<file path="config.mk">
export PLATFORM = sky130hd
export DESIGN_NAME = kre_mul
export DESIGN_NICKNAME = d
export VERILOG_FILES = /design/src/rtl/kre_pkg.sv /design/src/rtl/kre_mul.sv
export SDC_FILE = /design/constraint.sdc
export NUM_CORES = 2
export LEC_CHECK = 0
export ABC_AREA = 1
export BUFFER_PORTS_ARGS = -buffer_cell sky130_fd_sc_hd__buf_2
export CORE_MARGIN = 4
export CORE_UTILIZATION = 57
export DETAILED_ROUTE_END_ITERATION = 10
export GPL_TIMING_DRIVEN = 0
export PLACE_DENSITY = 0.75
export SLEW_MARGIN = 20
export SYNTH_ARGS = -nofsm -noshare
export SYNTH_HDL_FRONTEND = slang
export SYNTH_SLANG_ARGS = --single-unit
</file>
<file path="constraint.sdc">
create_clock -name clk -period 10.05 [get_ports clk]
set_input_delay 1.5075 -clock clk [delete_from_list [all_inputs] [get_ports clk]]
set_output_delay 1.5075 -clock clk [all_outputs]
set_load 0.01 [all_outputs]
</file>
<file path="src/rtl/kre_pkg.sv">
// ----------------------------------------------------------------------------
// kre_pkg
// Shared constants, types and fixed-point helpers of the roll estimator.
// ----------------------------------------------------------------------------
`default_nettype none

package kre_pkg;

  localparam int FRAC_BITS       = 28;
  localparam int ATAN_ITERATIONS = 24;
  localparam int ATAN_SHIFT      = 30 - FRAC_BITS;
  localparam int GYRO_SHIFT      = 40 - FRAC_BITS;
  localparam int ITER_W          = $clog2(ATAN_ITERATIONS + 1);

  // CORDIC working widths: 17-bit sum times 31-bit scale, plus growth room
  localparam int ACC_W = 48;
  localparam int CRD_W = 51;
  localparam int ANG_W = 34;

  // divider: |num| shifted up by FRAC_BITS
  localparam int DVD_W = 32 + FRAC_BITS;
  localparam int DCNT_W = $clog2(DVD_W + 1);

  localparam longint ONE_Q = longint'(1) << FRAC_BITS;
  localparam logic signed [63:0] Q_NOISE_ANGLE = 64'((ONE_Q * 1 + 500) / 1000);
  localparam logic signed [63:0] Q_NOISE_BIAS  = 64'((ONE_Q * 3 + 500) / 1000);
  localparam logic signed [63:0] Q_NOISE_MEAS  = 64'((ONE_Q * 3 + 50) / 100);

  localparam longint HALF_PI_Q30 = 64'sd1686629713;

  localparam longint ATAN_TAB [32] = '{
    843314856, 497837829, 263043836, 133525158, 67021687, 33543515,
    16775850, 8388437, 4194282, 2097149, 1048575, 524287, 262143,
    131071, 65535, 32767, 16383, 8191, 4095, 2047, 1023, 511, 255,
    127, 63, 31, 15, 8, 4, 2, 1, 0
  };

  typedef enum logic [2:0] {
    REG_ACCEL_Y_OFFSET = 3'd0,
    REG_ACCEL_Z_OFFSET = 3'd1,
    REG_GYRO_X_OFFSET  = 3'd2,
    REG_ACCEL_SCALE    = 3'd3,
    REG_GYRO_SCALE     = 3'd4,
    REG_SAMPLE_PERIOD  = 3'd5
  } reg_idx_t;

  typedef enum logic [4:0] {
    OP_AY  = 5'd0,
    OP_AZ  = 5'd1,
    OP_GX  = 5'd2,
    OP_BT  = 5'd3,
    OP_PT  = 5'd4,
    OP_PRE = 5'd5,
    OP_CAA = 5'd6,
    OP_CBB = 5'd7,
    OP_K0  = 5'd8,
    OP_K1  = 5'd9,
    OP_VAR = 5'd10,
    OP_UA  = 5'd11,
    OP_UB  = 5'd12,
    OP_UBA = 5'd13,
    OP_UBB = 5'd14,
    OP_UAA = 5'd15,
    OP_UAB = 5'd16
  } op_t;

  function automatic logic signed [31:0] sat32(input logic signed [63:0] v);
    if (v > 64'sd2147483647) return 32'sh7fffffff;
    if (v < -64'sd2147483648) return 32'sh80000000;
    return v[31:0];
  endfunction

  // round half up, then arithmetic shift
  function automatic logic signed [63:0] qround(input logic signed [63:0] p);
    return (p + (64'sd1 <<< (FRAC_BITS - 1))) >>> FRAC_BITS;
  endfunction

  function automatic logic signed [ANG_W-1:0] atan_q(input logic [4:0] k);
    longint v;
    v = ATAN_TAB[k];
    if (ATAN_SHIFT == 0) return ANG_W'(v);
    return ANG_W'((v + (longint'(1) << (ATAN_SHIFT - 1))) >>> ATAN_SHIFT);
  endfunction

  localparam logic signed [ANG_W-1:0] HALF_PI_Q = (ATAN_SHIFT == 0) ?
    ANG_W'(HALF_PI_Q30) :
    ANG_W'((HALF_PI_Q30 + (longint'(1) << (ATAN_SHIFT - 1))) >>> ATAN_SHIFT);

endpackage

`default_nettype wire

</file>
<file path="src/rtl/kre_mul.sv">
// ----------------------------------------------------------------------------
// kre_mul
// Shared signed 32x32 multiplier with registered product.
// ----------------------------------------------------------------------------
`default_nettype none

module kre_mul import kre_pkg::*; (
  input  wire logic               clk,
  input  wire logic               en,
  input  wire logic signed [31:0] a,
  input  wire logic signed [31:0] b,
  output logic signed [63:0]      p,
  output logic signed [63:0]      p_q
);

  logic signed [63:0] p_r;

  always_ff @(posedge clk) begin
    if (en) begin
      p_r <= 64'(a) * 64'(b);
    end
  end

  assign p   = p_r;
  assign p_q = qround(p_r);

endmodule

`default_nettype wire

</file>
# Word-level counts from Yosys, hierarchy flattened
# Cells that the tools add are included.
[classes] multipliers=1 n_addsub=1
[op_table] operator="64-bit by 29-bit adder with 64-bit output, second input constant" n=1
[op_table] operator="32-bit by 32-bit multiplier with 64-bit output" n=1
[word_totals] output_inout_bits=128 ff_bits=64 wordCells=3

# Depth between registers and ports, before layout
[logic_depth] depth_word=1 ltp_mapped=33 mapped_depth_nobuf=32

# Least setup slack after synthesis
# OpenSTA, ideal clock, no wires.
[synth_path] kind="input-to-reg" start="input port a[31]" end="register p_r[61], in the netlist p[61], data pin" setup_time_ps=252 path_stages=28 slack_ps=1756 t_arrival_ps=8042 n_path_buf=1 required_ps=9798 cell_sequence="clkbuf_1 > nand2_1 > inv_1 > fa_1 > inv_1 > fa_1 > inv_1 > fa_1 > fa_1 > inv_1 > fa_1 > inv_1 > fa_1 > inv_1 > fa_1 > inv_1 > fa_1 > ha_1 > a21oi_1 > nor2_1 > nor2_1 > o21ai_0 > nand2_1 > nand2_1 > a21oi_1 > nand2_1 > nand2_1 > nand2_1"
[synth_via] elab_chain_len=1
[synth_rtl] item="start: declaration" line_no="kre_mul.sv:10" source="input wire logic signed [31:0] a,"
[synth_rtl] item="32-bit by 32-bit multiplier with 64-bit output" line_no="kre_mul.sv:20" source="p_r <= 64'(a) * 64'(b);"
[synth_rtl] item="end signal: assignment" line_no="kre_mul.sv:20"
[synth_rtl] item="end: declaration" line_no="kre_mul.sv:16" source="logic signed [63:0] p_r;"
# No other way between the ends.
# A chain may end at the register's enable or synchronous reset.

# Final worst setup path
[layout_path] start="input port b[10]" end="register p_r[53], in the netlist p[53], data pin"
[layout_via] elab_chain_len=1
[layout_rtl] item="start: declaration" line_no="kre_mul.sv:11" source="input wire logic signed [31:0] b,"
[layout_rtl] item="32-bit by 32-bit multiplier with 64-bit output" line_no="kre_mul.sv:20"
# No other way between the ends.

==> impl_metrics.json <==
{
  "slew_headroom": 0.129,
  "synth_area_leaders": "fa_1, inv_1, nand2_1",
  "cts.sinks": 64,
  "synth_common_cells": "inv_1, nand2_1, fa_1",
  "largest_reg_flops": 64,
  "synthCells": 5275,
  "ctsHoldBuffers": 0,
  "wl_per_cell_um": 25.1,
  "crit_required_ns": 10.15,
  "nNetsFinal": 6812,
  "synth_nets": 6608,
  "syn-cell-area_sq_mm": 0.0417,
  "grt_max_degree": 65,
  "post-synth-top-count-cell": "inv_1",
  "crit_type": "in -> reg",
  "place_congestion": 1.08,
  "cts-buffers-inserted": 9,
  "drt_iter0_drc": 3733,
  "num_vias": 35174,
  "die_y_um": 279,
  "finalCriticalPeriod_ns": 9.92,
  "hold_violations": 0,
  "yosysTopAreaCellShare": 0.519,
  "antenna_left": 0,
  "startpoint_type": "primary input",
  "timing.final.crit_share": 0.987,
  "cts_resized": 0,
  "fmax_ghz": 0.101,
  "maxCapViolCount": 0,
  "cts_tree": "yes",
  "drive_gt1_frac": 0.0516,
  "fillers": 6758,
  "regArea_sq_mm": 0.00192,
  "die_area_sq_mm": 0.0776,
  "routed_via_density": 5.46,
  "clk_pin_slew_ns": 0.05,
  "root_buffer": "clkbuf_16",
  "cts_setup_buffers": 0,
  "grt_overflow": 0,
  "routed_wl_um": 162000,
  "firstDrtPassIters": 9,
  "slew_viol_final": 0,
  "rsz0062_at_grt": "no",
  "end_kind": "flop",
  "status": "finished clean",
  "ioPinCount": 194,
  "antenna_found_initial": 9,
  "grt_pass1_vias": 36743,
  "synth-edff-count": 64,
  "synth_flop_cell": "edfxtp_1",
  "ys_seq_elements": 64,
  "clockBufferDepth": 2,
  "fin_setup_tns_ns": 0,
  "rows": 98,
  "ys_types": 33,
  "drc_errors": 0,
  "die_x_um": 279,
  "cp.arrival_ns": 10.02,
  "area_delta_synth_final_pct": 5.98,
  "ys_seq_area_frac": 0.0461,
  "start_util": 0.579,
  "portBuffers": 193,
  "grt_pass1_wl_um": 238000,
  "setup_viol": 0,
  "yosys_warnings": 0,
  "grt_usage": 0.428,
  "critPathMaxFanout": 10,
  "async_reset_ff_frac": 0,
  "syn_avg_cell_area_sq_um": 7.91,
  "hold_class": "in -> reg",
  "htree_levels": 3,
  "max_slew.worst_pin.slew_ns": 1.31,
  "multi_input_area_sq_mm": 0.0324,
  "coreArea_sq_mm": 0.0720,
  "hpwl_um": 139000,
  "synth_area_leader_cell": "fa_1"
}
## worst paths after layout
path                   from               to  cells after the start
worst max-delay path  b[10]  p[53]$_DFFE_PP_                     23
worst min-delay path   a[0]   p[0]$_DFFE_PP_                      3
## cell families after synthesis
logic type | Yosys count | share of synthesized area
adders and majority gates | 1267 | 0.575
xor gates and xnor gates | 73 | 0.0153
DFF | 64 | 0.0461
buffers and inverters | 1939 | 0.177
and+or+nand+nor | 1832 | 0.174
AOI/OAI and AO/OA | 100 | 0.0130
## placed cells by master, fill, tap and decap left out, types with 5 or more instances in the layout
master     netlist  routed
inv_1         1717    1717
nand2_1       1514    1514
fa_1          1082    1080
buf_2            0     192
ha_1           185     185
clkbuf_1       192     181
nor2_1         146     146
nand3_1         82      82
a21oi_1         65      65
edfxtp_1        64      64
xor2_1          52      52
nand4_1         32      32
buf_4           28      29
xnor2_1         21      20
o21ai_0         19      19
nor3_1          13      13
o21bai_1        12      12
clkbuf_2         0      10
nor2_2           9       9
clkbuf_16        0       9
or2_2            8       8
nand3_2          6       6
nor4_1           5       5
## routing by layer
| layer | part of all wire | GRT usage | vias to the layer above |
|---|---|---|---|
| met5 | 0.00016 | 0 | - |
| met4 | 0.085 | 0.267 | 4 |
| met2 | 0.44 | 0.656 | 2137 |
| li1 | - | - | 14902 |
| met3 | 0.12 | 0.105 | 602 |
| met1 | 0.36 | 0.550 | 17529 |
## metrics by stage
step	cells	hold WS [ns]	util	setup slack (ns)	area, sq um
3_5_place_dp	6419	1.92	0.610	-0.319	43900
3_3_place_gp	6418	1.92	0.609	-0.176	43900
2_1_floorplan	5275	1.62	-	1.76	41700
5_1_grt	6435	1.71	0.614	0.0223	44200
6_report	6438	1.73	0.614	0.133	44200
4_1_cts	6435	1.70	0.614	0.00810	44200
## critical path: stages
cell and delay (ns):
buf_2 0.28, clkbuf_1 0.73, nand2_1 0.16, fa_1 0.62, fa_1 1.05, fa_1 0.56, inv_1 0.48, fa_1 0.55
fa_1 0.52, fa_1 0.51, inv_1 0.06, fa_1 0.57, inv_1 0.10, fa_1 0.47, ha_1 0.45, nand2_1 0.14
nor2_1 0.18, nand2_1 0.18, nor2_1 0.30, and2_1 0.17, nand2_1 0.18, nand4_1 0.16, nand2_1 0.06
## area by class of cell
cell class	instances	share of cell area
Inverter	1719	0.146
Clock inverter	6	0.00136
Antenna cell	4	0.000226
Sequential cell	64	0.0435
Timing Repair Buffer	194	0.0222
Buffer	219	0.0214
Multi-Input combinational cell	3272	0.733
Clock buffer	10	0.00518
Tap cell	950	0.0269
Power is not shown: default switching activity piles up to over one toggle a cycle in this logic, so the estimate is an artifact.
