<file path="src/rtl/kre_pkg.sv">
// ----------------------------------------------------------------------------
// kre_pkg
// Shared constants, types and fixed-point helpers of the roll estimator.
// ----------------------------------------------------------------------------
`default_nettype none

package kre_pkg;

  localparam int FRAC_BITS       = 28;
  localparam int ATAN_ITERATIONS = 24;
  localparam int ATAN_SHIFT      = 30 - FRAC_BITS;
  localparam int GYRO_SHIFT      = 40 - FRAC_BITS;
  localparam int ITER_W          = $clog2(ATAN_ITERATIONS + 1);

  // CORDIC working widths: 17-bit sum times 31-bit scale, plus growth room
  localparam int ACC_W = 48;
  localparam int CRD_W = 51;
  localparam int ANG_W = 34;

  // divider: |num| shifted up by FRAC_BITS
  localparam int DVD_W = 32 + FRAC_BITS;
  localparam int DCNT_W = $clog2(DVD_W + 1);

  localparam longint ONE_Q = longint'(1) << FRAC_BITS;
  localparam logic signed [63:0] Q_NOISE_ANGLE = 64'((ONE_Q * 1 + 500) / 1000);
  localparam logic signed [63:0] Q_NOISE_BIAS  = 64'((ONE_Q * 3 + 500) / 1000);
  localparam logic signed [63:0] Q_NOISE_MEAS  = 64'((ONE_Q * 3 + 50) / 100);

  localparam longint HALF_PI_Q30 = 64'sd1686629713;

  localparam longint ATAN_TAB [32] = '{
    843314856, 497837829, 263043836, 133525158, 67021687, 33543515,
    16775850, 8388437, 4194282, 2097149, 1048575, 524287, 262143,
    131071, 65535, 32767, 16383, 8191, 4095, 2047, 1023, 511, 255,
    127, 63, 31, 15, 8, 4, 2, 1, 0
  };

  typedef enum logic [2:0] {
    REG_ACCEL_Y_OFFSET = 3'd0,
    REG_ACCEL_Z_OFFSET = 3'd1,
    REG_GYRO_X_OFFSET  = 3'd2,
    REG_ACCEL_SCALE    = 3'd3,
    REG_GYRO_SCALE     = 3'd4,
    REG_SAMPLE_PERIOD  = 3'd5
  } reg_idx_t;

  typedef enum logic [4:0] {
    OP_AY  = 5'd0,
    OP_AZ  = 5'd1,
    OP_GX  = 5'd2,
    OP_BT  = 5'd3,
    OP_PT  = 5'd4,
    OP_PRE = 5'd5,
    OP_CAA = 5'd6,
    OP_CBB = 5'd7,
    OP_K0  = 5'd8,
    OP_K1  = 5'd9,
    OP_VAR = 5'd10,
    OP_UA  = 5'd11,
    OP_UB  = 5'd12,
    OP_UBA = 5'd13,
    OP_UBB = 5'd14,
    OP_UAA = 5'd15,
    OP_UAB = 5'd16
  } op_t;

  function automatic logic signed [31:0] sat32(input logic signed [63:0] v);
    if (v > 64'sd2147483647) return 32'sh7fffffff;
    if (v < -64'sd2147483648) return 32'sh80000000;
    return v[31:0];
  endfunction

  // round half up, then arithmetic shift
  function automatic logic signed [63:0] qround(input logic signed [63:0] p);
    return (p + (64'sd1 <<< (FRAC_BITS - 1))) >>> FRAC_BITS;
  endfunction

  function automatic logic signed [ANG_W-1:0] atan_q(input logic [4:0] k);
    longint v;
    v = ATAN_TAB[k];
    if (ATAN_SHIFT == 0) return ANG_W'(v);
    return ANG_W'((v + (longint'(1) << (ATAN_SHIFT - 1))) >>> ATAN_SHIFT);
  endfunction

  localparam logic signed [ANG_W-1:0] HALF_PI_Q = (ATAN_SHIFT == 0) ?
    ANG_W'(HALF_PI_Q30) :
    ANG_W'((HALF_PI_Q30 + (longint'(1) << (ATAN_SHIFT - 1))) >>> ATAN_SHIFT);

endpackage

`default_nettype wire

</file>
<file path="src/rtl/kre_div.sv">
// ----------------------------------------------------------------------------
// kre_div
// Restoring divider for the Kalman gains: (num << FRAC_BITS) / den,
// truncated toward zero and saturated, zero when den is not positive.
// ----------------------------------------------------------------------------
`default_nettype none

module kre_div import kre_pkg::*; (
  input  wire logic                    clk,
  input  wire logic                    rst_n,
  input  wire logic                    start,
  input  wire logic signed [31:0]      num,
  input  wire logic signed [ANG_W-1:0] den,
  output logic                         done,
  output logic signed [31:0]           q
);

  logic [DVD_W-1:0]  dvd_r;
  logic [31:0]       den_r;
  logic [31:0]       rem_r;
  logic [DCNT_W-1:0] cnt_r;
  logic              neg_r;
  logic              run_r;
  logic              fin_r;
  logic              done_r;
  logic signed [31:0] q_r;

  logic [32:0] rem_sh;
  logic [32:0] rem_sub;
  logic        qbit;
  logic [31:0] mag;

  assign mag     = num[31] ? 32'(-num) : 32'(num);
  assign rem_sh  = {rem_r, dvd_r[DVD_W-1]};
  assign rem_sub = rem_sh - {1'b0, den_r};
  assign qbit    = !rem_sub[32];

  always_ff @(posedge clk) begin
    if (!rst_n) begin
      run_r  <= 1'b0;
      fin_r  <= 1'b0;
      done_r <= 1'b0;
    end else if (start) begin
      done_r <= 1'b0;
      fin_r  <= 1'b0;
      if (den <= 0) begin
        q_r    <= '0;
        done_r <= 1'b1;
        run_r  <= 1'b0;
      end else begin
        neg_r <= num[31];
        dvd_r <= {mag, FRAC_BITS'(0)};
        den_r <= den[31:0];
        rem_r <= '0;
        cnt_r <= '0;
        run_r <= 1'b1;
      end
    end else if (run_r) begin
      rem_r <= qbit ? rem_sub[31:0] : rem_sh[31:0];
      dvd_r <= {dvd_r[DVD_W-2:0], qbit};
      cnt_r <= cnt_r + 1'b1;
      if (cnt_r == DCNT_W'(DVD_W - 1)) begin
        run_r <= 1'b0;
        fin_r <= 1'b1;
      end
    end else if (fin_r) begin
      fin_r  <= 1'b0;
      done_r <= 1'b1;
      if (neg_r) begin
        q_r <= (dvd_r > DVD_W'(64'h8000_0000)) ? 32'sh80000000 : 32'(-dvd_r[31:0]);
      end else begin
        q_r <= (dvd_r > DVD_W'(64'h7fff_ffff)) ? 32'sh7fffffff : dvd_r[31:0];
      end
    end
  end

  assign done = done_r;
  assign q    = q_r;

endmodule

`default_nettype wire

</file>
<file path="config.mk">
export PLATFORM = sky130hd
export DESIGN_NAME = kre_div
export DESIGN_NICKNAME = d
export VERILOG_FILES = /design/src/rtl/kre_pkg.sv /design/src/rtl/kre_div.sv
export SDC_FILE = /design/constraint.sdc
export NUM_CORES = 1
export LEC_CHECK = 0
export BUFFER_PORTS_ARGS = -buffer_cell sky130_fd_sc_hd__buf_4
export CORE_MARGIN = 10
export CORE_UTILIZATION = 42
export CTS_CLUSTER_DIAMETER = 80
export DETAILED_ROUTE_END_ITERATION = 6
export SKIP_CTS_REPAIR_TIMING = 1
export SYNTH_ARGS = -nofsm -noshare
export SYNTH_HDL_FRONTEND = slang
export SYNTH_SLANG_ARGS = --single-unit
</file>
<file path="constraint.sdc">
create_clock -name clk -period 22.4 [get_ports clk]
set_clock_uncertainty 0.15 [all_clocks]
set_input_delay 3.36 -clock clk [delete_from_list [all_inputs] [get_ports clk]]
set_output_delay 3.36 -clock clk [all_outputs]
set_load 0.02 [all_outputs]
</file>
== Word level (Yosys, flattened, before mapping) ==
Index checks and enable logic that the tools add are counted.
Cells by class
  add/sub/neg operators: 4
  multipliers: 0
  div/mod/pow operators: 0
  magnitude comparators: 3
  eq/ne operators: 4
  shifts and indexed selects: 0
  muxes and demuxes: 26
  bitwise gates (word level): 3
  reductions and logical operators: 8
Operator list (count)
  $mux 32: 12
  $mux 60: 3
  $neg 32->32: 2
  $gt 60x31->1 const B: 1
  $gt 60x32->1 const B: 1
  $le 34x1->1 const B: 1
  $sub 33x32->33: 1
  $mux 6: 3
  $mux 1: 8
  $add 6x1->6 const B: 1
  $eq 6x6->1 const B: 1
  $reduce_and 3->1: 2
  $ne 2x2->1 const B: 2
  $reduce_and 4->1: 1
  $reduce_bool 2->1: 2
  $not 1->1: 3
  $reduce_or 3->1: 1
  $ne 2x1->1 const B: 1
  $reduce_and 2->1: 1
  $logic_not 1->1: 1
Word-level totals
  register bits after elaboration: 166
  latch bits: 0
  bits in writable memories: 0
  ROM bits: 0
  input port bits: 69
  output and inout port bits: 33
  word-level logic and storage cells: 57
  memories kept: 0

== Logic depth before layout (Yosys ltp) ==
Gate-level depths: netlist of run 1.
  depth in word-level cells: 6
  mapped depth: 13
  gate-level depth less buffers: 11

== Worst setup path after synthesis of run 1 ==
Ideal clock, no wire load.
  path type: input-to-reg
  from: in start
  to: reg cnt_r[0], enable pin
  setup time: 588 ps
  data arrival time: 8614 ps
  required time: 21662 ps
  path slack: 13048 ps
  stages on the path: 3
  buffers on the path: 1
  cell sequence: clkbuf_1 o311ai_0 a21oi_1
Between the ends
  word-level cells in the longest chain between the ends: 2
  elaborated cells on any way between the ends: 3
  classes of those cells: eq/ne: 1; reduce/logical: 2
RTL lines
  start, declared: RTL line kre_div.sv:11  | input wire logic start,
  $ne 2x2->1 (no source line) / $reduce_bool 2->1 (equally long branches)
  $reduce_and 3->1 (no source line) (*)
  end signal, assigned: RTL line kre_div.sv:61  | cnt_r <= cnt_r + 1'b1;
  end, declared: RTL line kre_div.sv:21  | logic [DCNT_W-1:0] cnt_r;
Every way passes the cells marked *; elsewhere a longest branch is shown, timed or not.
A chain may end at the register's enable or synchronous reset.

== Worst setup path after layout of run 1 ==
  from: in start
  to: reg rem_r[12], enable pin
Between the ends
  word-level cells in the longest chain between the ends: 2
  elaborated cells on any way between the ends: 3
  classes of those cells: eq/ne: 1; reduce/logical: 2
RTL lines
  $ne 2x2->1 (no source line) / $reduce_bool 2->1 (equally long branches)
  $reduce_and 3->1 (no source line) (*)
  end signal, assigned: RTL line kre_div.sv:59  | rem_r <= qbit ? rem_sub[31:0] : rem_sh[31:0];
  end, declared: RTL line kre_div.sv:20  | logic [31:0] rem_r;
Marked as above.

==> results by group, run 1 <==
Final layout
  – Nets: ~1200
  – FILL cells: ~2200
  – Share of post-route cells with drive strength above 1: 0.153
  – Most frequent cells in the layout: 163 x edfxtp_1, 127 x nor2_1, 109 x buf_4
  – Layout area overhead: 16.9%
  – Ant diodes: 0
  – Leading cell type in the layout, fill and taps excluded: edfxtp_1
  – Design area: approximately 11000 um2

Timing
  – RSZ-0062 raised after global routing: no
  – Min Tclk post-route: around 6.0 ns
  – Final slew viol count: 0
  – Final Cycle Share: 0.266
  – Fmax: roughly 170 MHz
  – Max-Slew Margin vs Limit: 0.287
  – Total negative slack: 0 ns
  – Least-Margin Pin Slew: about 1.1 ns
  – Final Setup Violations: 0
  – Endpoints failing hold: 0

Floorplanning
  – Die X: about 170 um
  – I/O pins: 102
  – DIE AREA: around 30000 um2
  – Row cnt: 55
  – Die H: 173 um
  – Starting Density: 0.430
  – Core Region: ~23000 um2

Synthesis
  – Syn Inst Count: approximately 970
  – Post-synth cell types: 62
  – Post-synth EDFFs: ~160
  – Synth Register Bits: roughly 170
  – Sequential fraction of the synthesis area: 0.504
  – Main synth FF type: edfxtp_1
  – Synth warn: 0
  – Post-synth ARST share: 0
  – Syn_nets: roughly 1100
  – Mean Syn Cell Area: slightly above 10 um2
  – Post-Syn Area: approximately 9800 um2

Power and ir drop
  – Leakage: between 4 and 5 nW
  – Pwr Density: 67.4 nW/um2
  – Worst vdd ir: around 0.000047 V

Route
  – Post-route DRC: 0
  – Via count: between 7000 and 8000
  – DR iter-0 viols: 556
  – ANT nets after route: 0
  – Vias per inst: 5.49
  – 1st-pass router iterations: 5
  – Routed len/inst: 16.8 um
  – DRT Wirelength: ~23000 um

Clock network
  – CTS Buffer Depth: 2
  – Total CTS buffers: 17
  – H-tree depth: 4
  – # clock sinks: around 170
  – Clock Root Buffer: clkbuf_16
  – Clock slew at reported path FFs: about 0.070 ns
  – Clk_lat worst skew: between 0.4 and 0.5 ns
  – CTS tree: done

Setup path
  – Crit Path Max Fanout: 76
  – Crit path DAT: 5.85 ns
  – Worst reg2reg path depth: 12
  – CP Capture Type: flip-flop
  – Crit start category: primary input
  – Crit path required time: between 20 and 25 ns
  – Kind of critical path: in2reg

Placement
  – Final Wtd Congestion: between 0.8 and 0.9
  – Port Buffers: between 100 and 150
  – Placed Area: 10900 um2
  – Post-DP HPWL: between 15000 and 20000 um

Global route
  – Grt ovf: 0
  – Global-route wire length before repair: ~39000 um
  – GRT Total Usage: 0.155
  – Vias in the first global route: ~7400
  – Initial antenna violation count: 0
  – Pin count of the biggest net entering global routing: 80

Status
  – Status: complete, no violations

Min path
  – Hold Path Cell Cnt: 2
  – Min-Delay Path Class: reg2reg

Flow run
  – Max-Cap Viols: 0
[through the flow]
step           hold WS, ns  total power, mW  worst slack, ns  cells  utilization
2_1_floorplan        0.319            0.451            13.05    972            -
3_3_place_gp         0.334            0.486            15.99   1354        0.477
3_5_place_dp         0.343            0.487            15.93   1354        0.477
4_1_cts              0.361            0.784            16.39   1386        0.503
5_1_grt              0.394            0.813            16.22   1386        0.503
6_report             0.358            0.775            16.44   1386        0.503
[where the power goes]
group	total, mW	switching, mW	internal [mW]
clock network	0.294	0.136	0.158
registers	0.366	0.00772	0.358
logic	0.114	0.0674	0.0470
total	0.775	0.211	0.563
[layer usage]
metal | GRT usage | share of wire | up-vias
met1 | 0.221 | 0.50 | 3610
met2 | 0.235 | 0.44 | 181
met4 | 0.0287 | 0.0054 | 0
met5 | 0 | 0 | -
li1 | - | - | 3808
met3 | 0.0381 | 0.046 | 9
[synth_stat cells (3+ instances only)]
cell type / n / area (um2)
nand3b_1: 7 / 52.6
a211oi_1: 6 / 45.0
o2111ai_1: 3 / 26.3
a21oi_1: 97 / 485
nor2b_1: 28 / 175
o211ai_1: 6 / 45.0
ha_1: 35 / 438
a311oi_1: 6 / 52.6
xor2_1: 38 / 333
o21a_1: 10 / 75.1
or3_1: 11 / 68.8
clkbuf_1: 33 / 124
inv_1: 51 / 191
nand4_1: 11 / 68.8
o21bai_1: 4 / 30.0
a31oi_1: 9 / 56.3
o31ai_1: 12 / 90.1
a21o_1: 11 / 82.6
o41ai_1: 3 / 26.3
nor3b_1: 3 / 22.5
nor3_1: 25 / 125
o221a_2: 5 / 56.3
nor4_1: 20 / 125
nor2_1: 128 / 480
edfxtp_1: 163 / 4890
nand2b_1: 7 / 43.8
nand2_1: 73 / 274
xnor2_1: 15 / 131
a211o_1: 3 / 26.3
a311oi_2: 6 / 90.1
o21ai_0: 31 / 155
mux2i_1: 25 / 250
o22ai_1: 13 / 81.3
buf_2: 4 / 20.0
or4_1: 8 / 60.1
dfxtp_1: 3 / 60.1
nand3_1: 21 / 105
or2_2: 3 / 18.8
and4_1: 5 / 43.8
[worst paths after layout]
kind | startpoint | to | slack [ns]
worst max-delay path | start | rem_r[12] | 16.44
worst min-delay path | fin_r | fin_r | 0.36
worst max register to register | dvd_r[59] | rem_r[31] | 18.08
worst min register to register | fin_r | fin_r | 0.36
[cell families after synthesis]
logic type                 Yosys count  share of synthesized area
buffers and inverters               91                     0.0360
and+or+nand+nor                    360                      0.178
adders and majority gates           36                     0.0466
AOI/OAI and AO/OA                  240                      0.161
xor gates and xnor gates            53                     0.0472
muxes                               26                     0.0266
DFF                                166                      0.504
[cell type report]
type / count / area (um2) / share of cell area
clock inverters: 15 / 160 / 0.0139
flip-flops and latches: 166 / 4950 / 0.431
repair buffers: 109 / 818 / 0.0712
well taps: 313 / 392 / 0.0341
clock buffers: 17 / 425 / 0.0370
inverters: 51 / 191 / 0.0167
multi-input cells: 715 / 4550 / 0.396
[registers in the layout (all words and copies together), names as in the netlist]
| register | flops |
|---|---|
| cnt_r | 6 |
| fin_r | 1 |
| q | 32 |
| rem_r | 32 |
| dvd_r | 60 |
| neg_r | 1 |
| done | 1 |
| run_r | 1 |
| den_r | 32 |
[critical path, stage by stage]
cell      delay [ns]
buf_4           0.50
o311ai_1        0.20
buf_4           0.21
a21oi_4         0.63
buf_4           0.89
No activity file was read; power rests on OpenSTA's default activity.
==> run 2: changes to the inputs <==
--- a/config.mk
+++ b/config.mk
@@ -5,6 +5,7 @@
 export SDC_FILE = /design/constraint.sdc
 export NUM_CORES = 1
 export LEC_CHECK = 0
+export ABC_AREA = 1
 export BUFFER_PORTS_ARGS = -buffer_cell sky130_fd_sc_hd__buf_4
 export CORE_MARGIN = 10
 export CORE_UTILIZATION = 42
==> constraint.sdc (replaced) <==
create_clock -name clk -period 5.8 [get_ports clk]
set_clock_uncertainty 0.15 [all_clocks]
set_input_delay 0.87 -clock clk [delete_from_list [all_inputs] [get_ports clk]]
set_output_delay 0.87 -clock clk [all_outputs]
set_load 0.02 [all_outputs]
==> run 2 against run 1 <==
Compared with the run above:
- utilization fell by 1.7 points
- cell count rose by 44%
- die area rose by 14%
- first-iteration DRC count rose by 42%
- total power rose to 4.1 times the previous value
- register-to-register slack got worse by 15 ns
- wire length rose by 30%
- largest power group unchanged
- critical endpoint is now cnt_r[3]
- critical path depth rose by 3
==> results by group, run 2 <==
Power and ir drop
  – Pwr Density: 244 nW/um2 (+260%)
  – Reg power frac: 0.445 (-0.027)
  – Worst vdd ir: 0.000183 V (+290%)
  – Clock Power Share: 0.381 (about the same)
  – Sw frac: 0.306 (+0.0328)
  – Sw power: 0.970 mW (+360%)
  – Internal power: 2.21 mW (+290%)
  – Logic gate share of total power: 0.174 (+0.026)
  – Leakage: 6.04 nW (+40%)

Clock network
  – Clock slew at reported path FFs: 0.07 ns (about the same)
  – Clk_lat worst skew: 0.44 ns (about the same)
  – CTS Buffer Depth: 2 (unchanged)
  – H-tree depth: 4 (unchanged)
  – Clock Root Buffer: clkbuf_16
  – Total CTS buffers: 17 (unchanged)
  – # clock sinks: 166 (unchanged)
  – CTS tree: done

Timing
  – Final Cycle Share: 0.599
  – RSZ-0062 raised after global routing: no
  – Fmax: ~290 MHz
  – Hold_ws: 0.307 ns (-0.0510 ns)
  – Least-Margin Pin Slew: 0.849 ns (-0.218 ns)
  – Min Tclk post-route: 3.47 ns
  – Total negative slack: 0 ns (unchanged)
  – Final Setup Violations: 0 (unchanged)
  – Endpoints failing hold: 0 (unchanged)
  – Setup WS post-layout: 2.33 ns (-14.12 ns)
  – Max-Slew Margin vs Limit: 0.429 (+0.142)
  – Final slew viol count: 0 (unchanged)

Setup path
  – Kind of critical path: in2reg
  – Slowest stage cell on the critical path: nor4_1
  – Largest stage delay, worst path: 0.74 ns (-0.15 ns)
  – CP Cell Sequence: buf_4 -> nor4_1 -> nand4_1 -> nor2_1 -> nand2_1 -> nand3_1 -> nand2_4 -> buf_4
  – Most used cell, CP: buf_4
  – Crit path DAT: 3.43 ns (-2.42 ns)
  – CP Capture Type: flip-flop
  – WP buf/inv: 2 (-1)
  – Crit start category: primary input
  – CP delay by family, top: simple AND/OR/NAND/NOR gates
  – Crit path required time: 5.76 ns (-16.54 ns)
  – Crit Path Max Fanout: 58 (-24%)

Route
  – Via count: 10000 (+32%)
  – DRT Wirelength: 30200 um (+30%)
  – 1st-pass router iterations: 5 (unchanged)
  – Routed len/inst: 15.2 um (-9.6%)
  – Post-route DRC: 0 (unchanged)
  – DR iter-0 viols: 790 (+42%)
  – ANT nets after route: 0 (unchanged)
  – Vias per inst: 5.05 (-8.0%)

Synthesis
  – Post-Syn Area: 11300 um2 (+15%)
  – Synth warn: 0 (unchanged)
  – Post-synth EDFFs: 163 (unchanged)
  – Synth cell count leaders: 444 x nand2_1, 239 x inv_1, 231 x nor2_1
  – Synth Register Bits: 166 (unchanged)
  – Sequential fraction of the synthesis area: 0.437 (-0.0672)
  – Top cells by area, synth: edfxtp_1 43%, nand2_1 15%, inv_1 7.9%
  – Most common cell in the netlist: nand2_1
  – Post-synth cell types: 42 (-32%)
  – Post-synth ARST share: 0 (unchanged)
  – Syn_nets: 1648 (+53%)
  – Main synth FF type: edfxtp_1
  – Mean Syn Cell Area: 7.35 um2 (-27%)
  – Yosys top cell area share: 0.431 (-0.0664)
  – Syn Inst Count: 1543 (+59%)
  – Leading area contributor after synthesis: edfxtp_1

Flow run
  – Max-Cap Viols: 0 (unchanged)

Final layout
  – Most frequent cells in the layout: 443 x nand2_1, 239 x inv_1, 231 x nor2_1
  – Number of flip-flops in the largest register: 60 (unchanged)
  – Nets: 1740 (+49%)
  – Post-Route Utilization: 0.486 (-0.0166)
  – Share of post-route cells with drive strength above 1: 0.109 (-0.0436)
  – Leading cell type in the layout, fill and taps excluded: nand2_1
  – Top reg by flops: dvd_r
  – Layout area overhead: 14.9%

Floorplanning
  – Die X: 184 um (+6.6%)
  – DIE AREA: 34000 um2 (+14%)
  – Row cnt: 60 (+9.1%)
  – Die H: 184 um (+6.6%)
  – Starting Density: 0.423 (-0.00704)
  – Core Region: 26800 um2 (+17%)
  – I/O pins: 102 (unchanged)

Min path
  – Min-Delay Path Class: reg2reg

Status
  – Status: complete, no violations

Global route
  – Grt ovf: 0 (unchanged)
  – Global-route wire length before repair: 48800 um (+27%)
  – Pin count of the biggest net entering global routing: 80 (unchanged)
  – Vias in the first global route: 9859 (+33%)
  – GRT Total Usage: 0.179 (+0.0235)
  – Initial antenna violation count: 2 (+2)

Placement
  – Post-DP HPWL: 22400 um (+36%)
  – Dpl ws: 1.85 ns (-14.08 ns)
  – Port Buffers: 101 (unchanged)
  – Final Wtd Congestion: 0.915 (+10%)
[run 2: cell count changes in the layout (fill, tap and decap cells not counted), moves of 25 or more]
| cell | change |
|---|---|
| nor2_1 | +104 |
| nand3_1 | +75 |
| a21oi_1 | -41 |
| mux2i_1 | -25 |
| nand2_1 | +370 |
| inv_1 | +188 |
| nor2b_1 | -28 |
| o21ai_0 | +36 |
[run 2: area by class of cell]
| class | count | area (um2) |
|---|---|---|
| multi-input cells | 1095 | 5290 |
| clock buffers | 17 | 425 |
| fillers | 2682 | 13800 |
| flip-flops and latches | 166 | 4950 |
| inverters | 249 | 935 |
| repair buffers | 106 | 796 |
| diodes | 1 | 2.50 |
| clock inverters | 15 | 204 |
| well taps | 341 | 427 |
[run 2: power groups by stage]
stage	Clock (mW)	Combinational [mW]	Sequential (mW)
2_1_floorplan	0	0.379	1.45
4_1_cts	1.23	0.555	1.42
6_report	1.21	0.552	1.41
5_1_grt	1.27	0.630	1.42
3_5_place_dp	0	0.551	1.44
3_3_place_gp	0	0.547	1.44
[run 2: worst reg2reg max path, stage by stage, from the launching register on]
cell	delay [ns]
edfxtp_1	0.38
inv_1	0.05
ha_1	0.22
fa_1	0.42
inv_1	0.12
nand2_1	0.07
nand2_1	0.11
nand3_1	0.10
nand2_2	0.12
nand2_2	0.07
nand2_4	0.10
nand2_4	0.08
nand2_4	0.08
nand2_2	0.06
nand2_4	0.30
nand2_1	0.15
nand2_1	0.09
nor2_1	0.04
[run 2: kinds of logic (layout without fill, tap and decap cells)]
logic type / after synthesis / after routing / synth area share
other cells: 0 / 1 / 0
fa+ha+maj: 36 / 36 / 0.0404
buf+inv: 282 / 387 / 0.0977
simple gates: 874 / 874 / 0.326
flops: 166 / 166 / 0.437
compound gates: 148 / 148 / 0.0709
xor+xnor: 37 / 37 / 0.0286
[run 2: final timing paths]
kind	to	slack [ns]	cells past startpoint	start
setup / recovery	cnt_r[3]	2.33	8	den[6]
setup reg to reg	rem_r[27]	2.83	17	dvd_r[59]
hold reg to reg	fin_r	0.31	2	fin_r
hold / removal	fin_r	0.31	2	fin_r
[run 2: per-layer routing]
metal	GRT usage	up-vias	part of all wire
li1	-	5156	-
met1	0.221	4600	0.45
met2	0.311	252	0.49
met3	0.0319	35	0.047
met4	0.0515	2	0.018
met5	0	-	0.00030
[run 2: metrics by stage]
stage / instances / power [mW] / instance area [um2]
global placement: 1957 / 1.99 / 12400
global route: 1989 / 3.32 / 13000
finish: 1990 / 3.18 / 13000
detailed placement: 1957 / 1.99 / 12400
floorplan: 1543 / 1.83 / 11300
CTS: 1989 / 3.20 / 13000
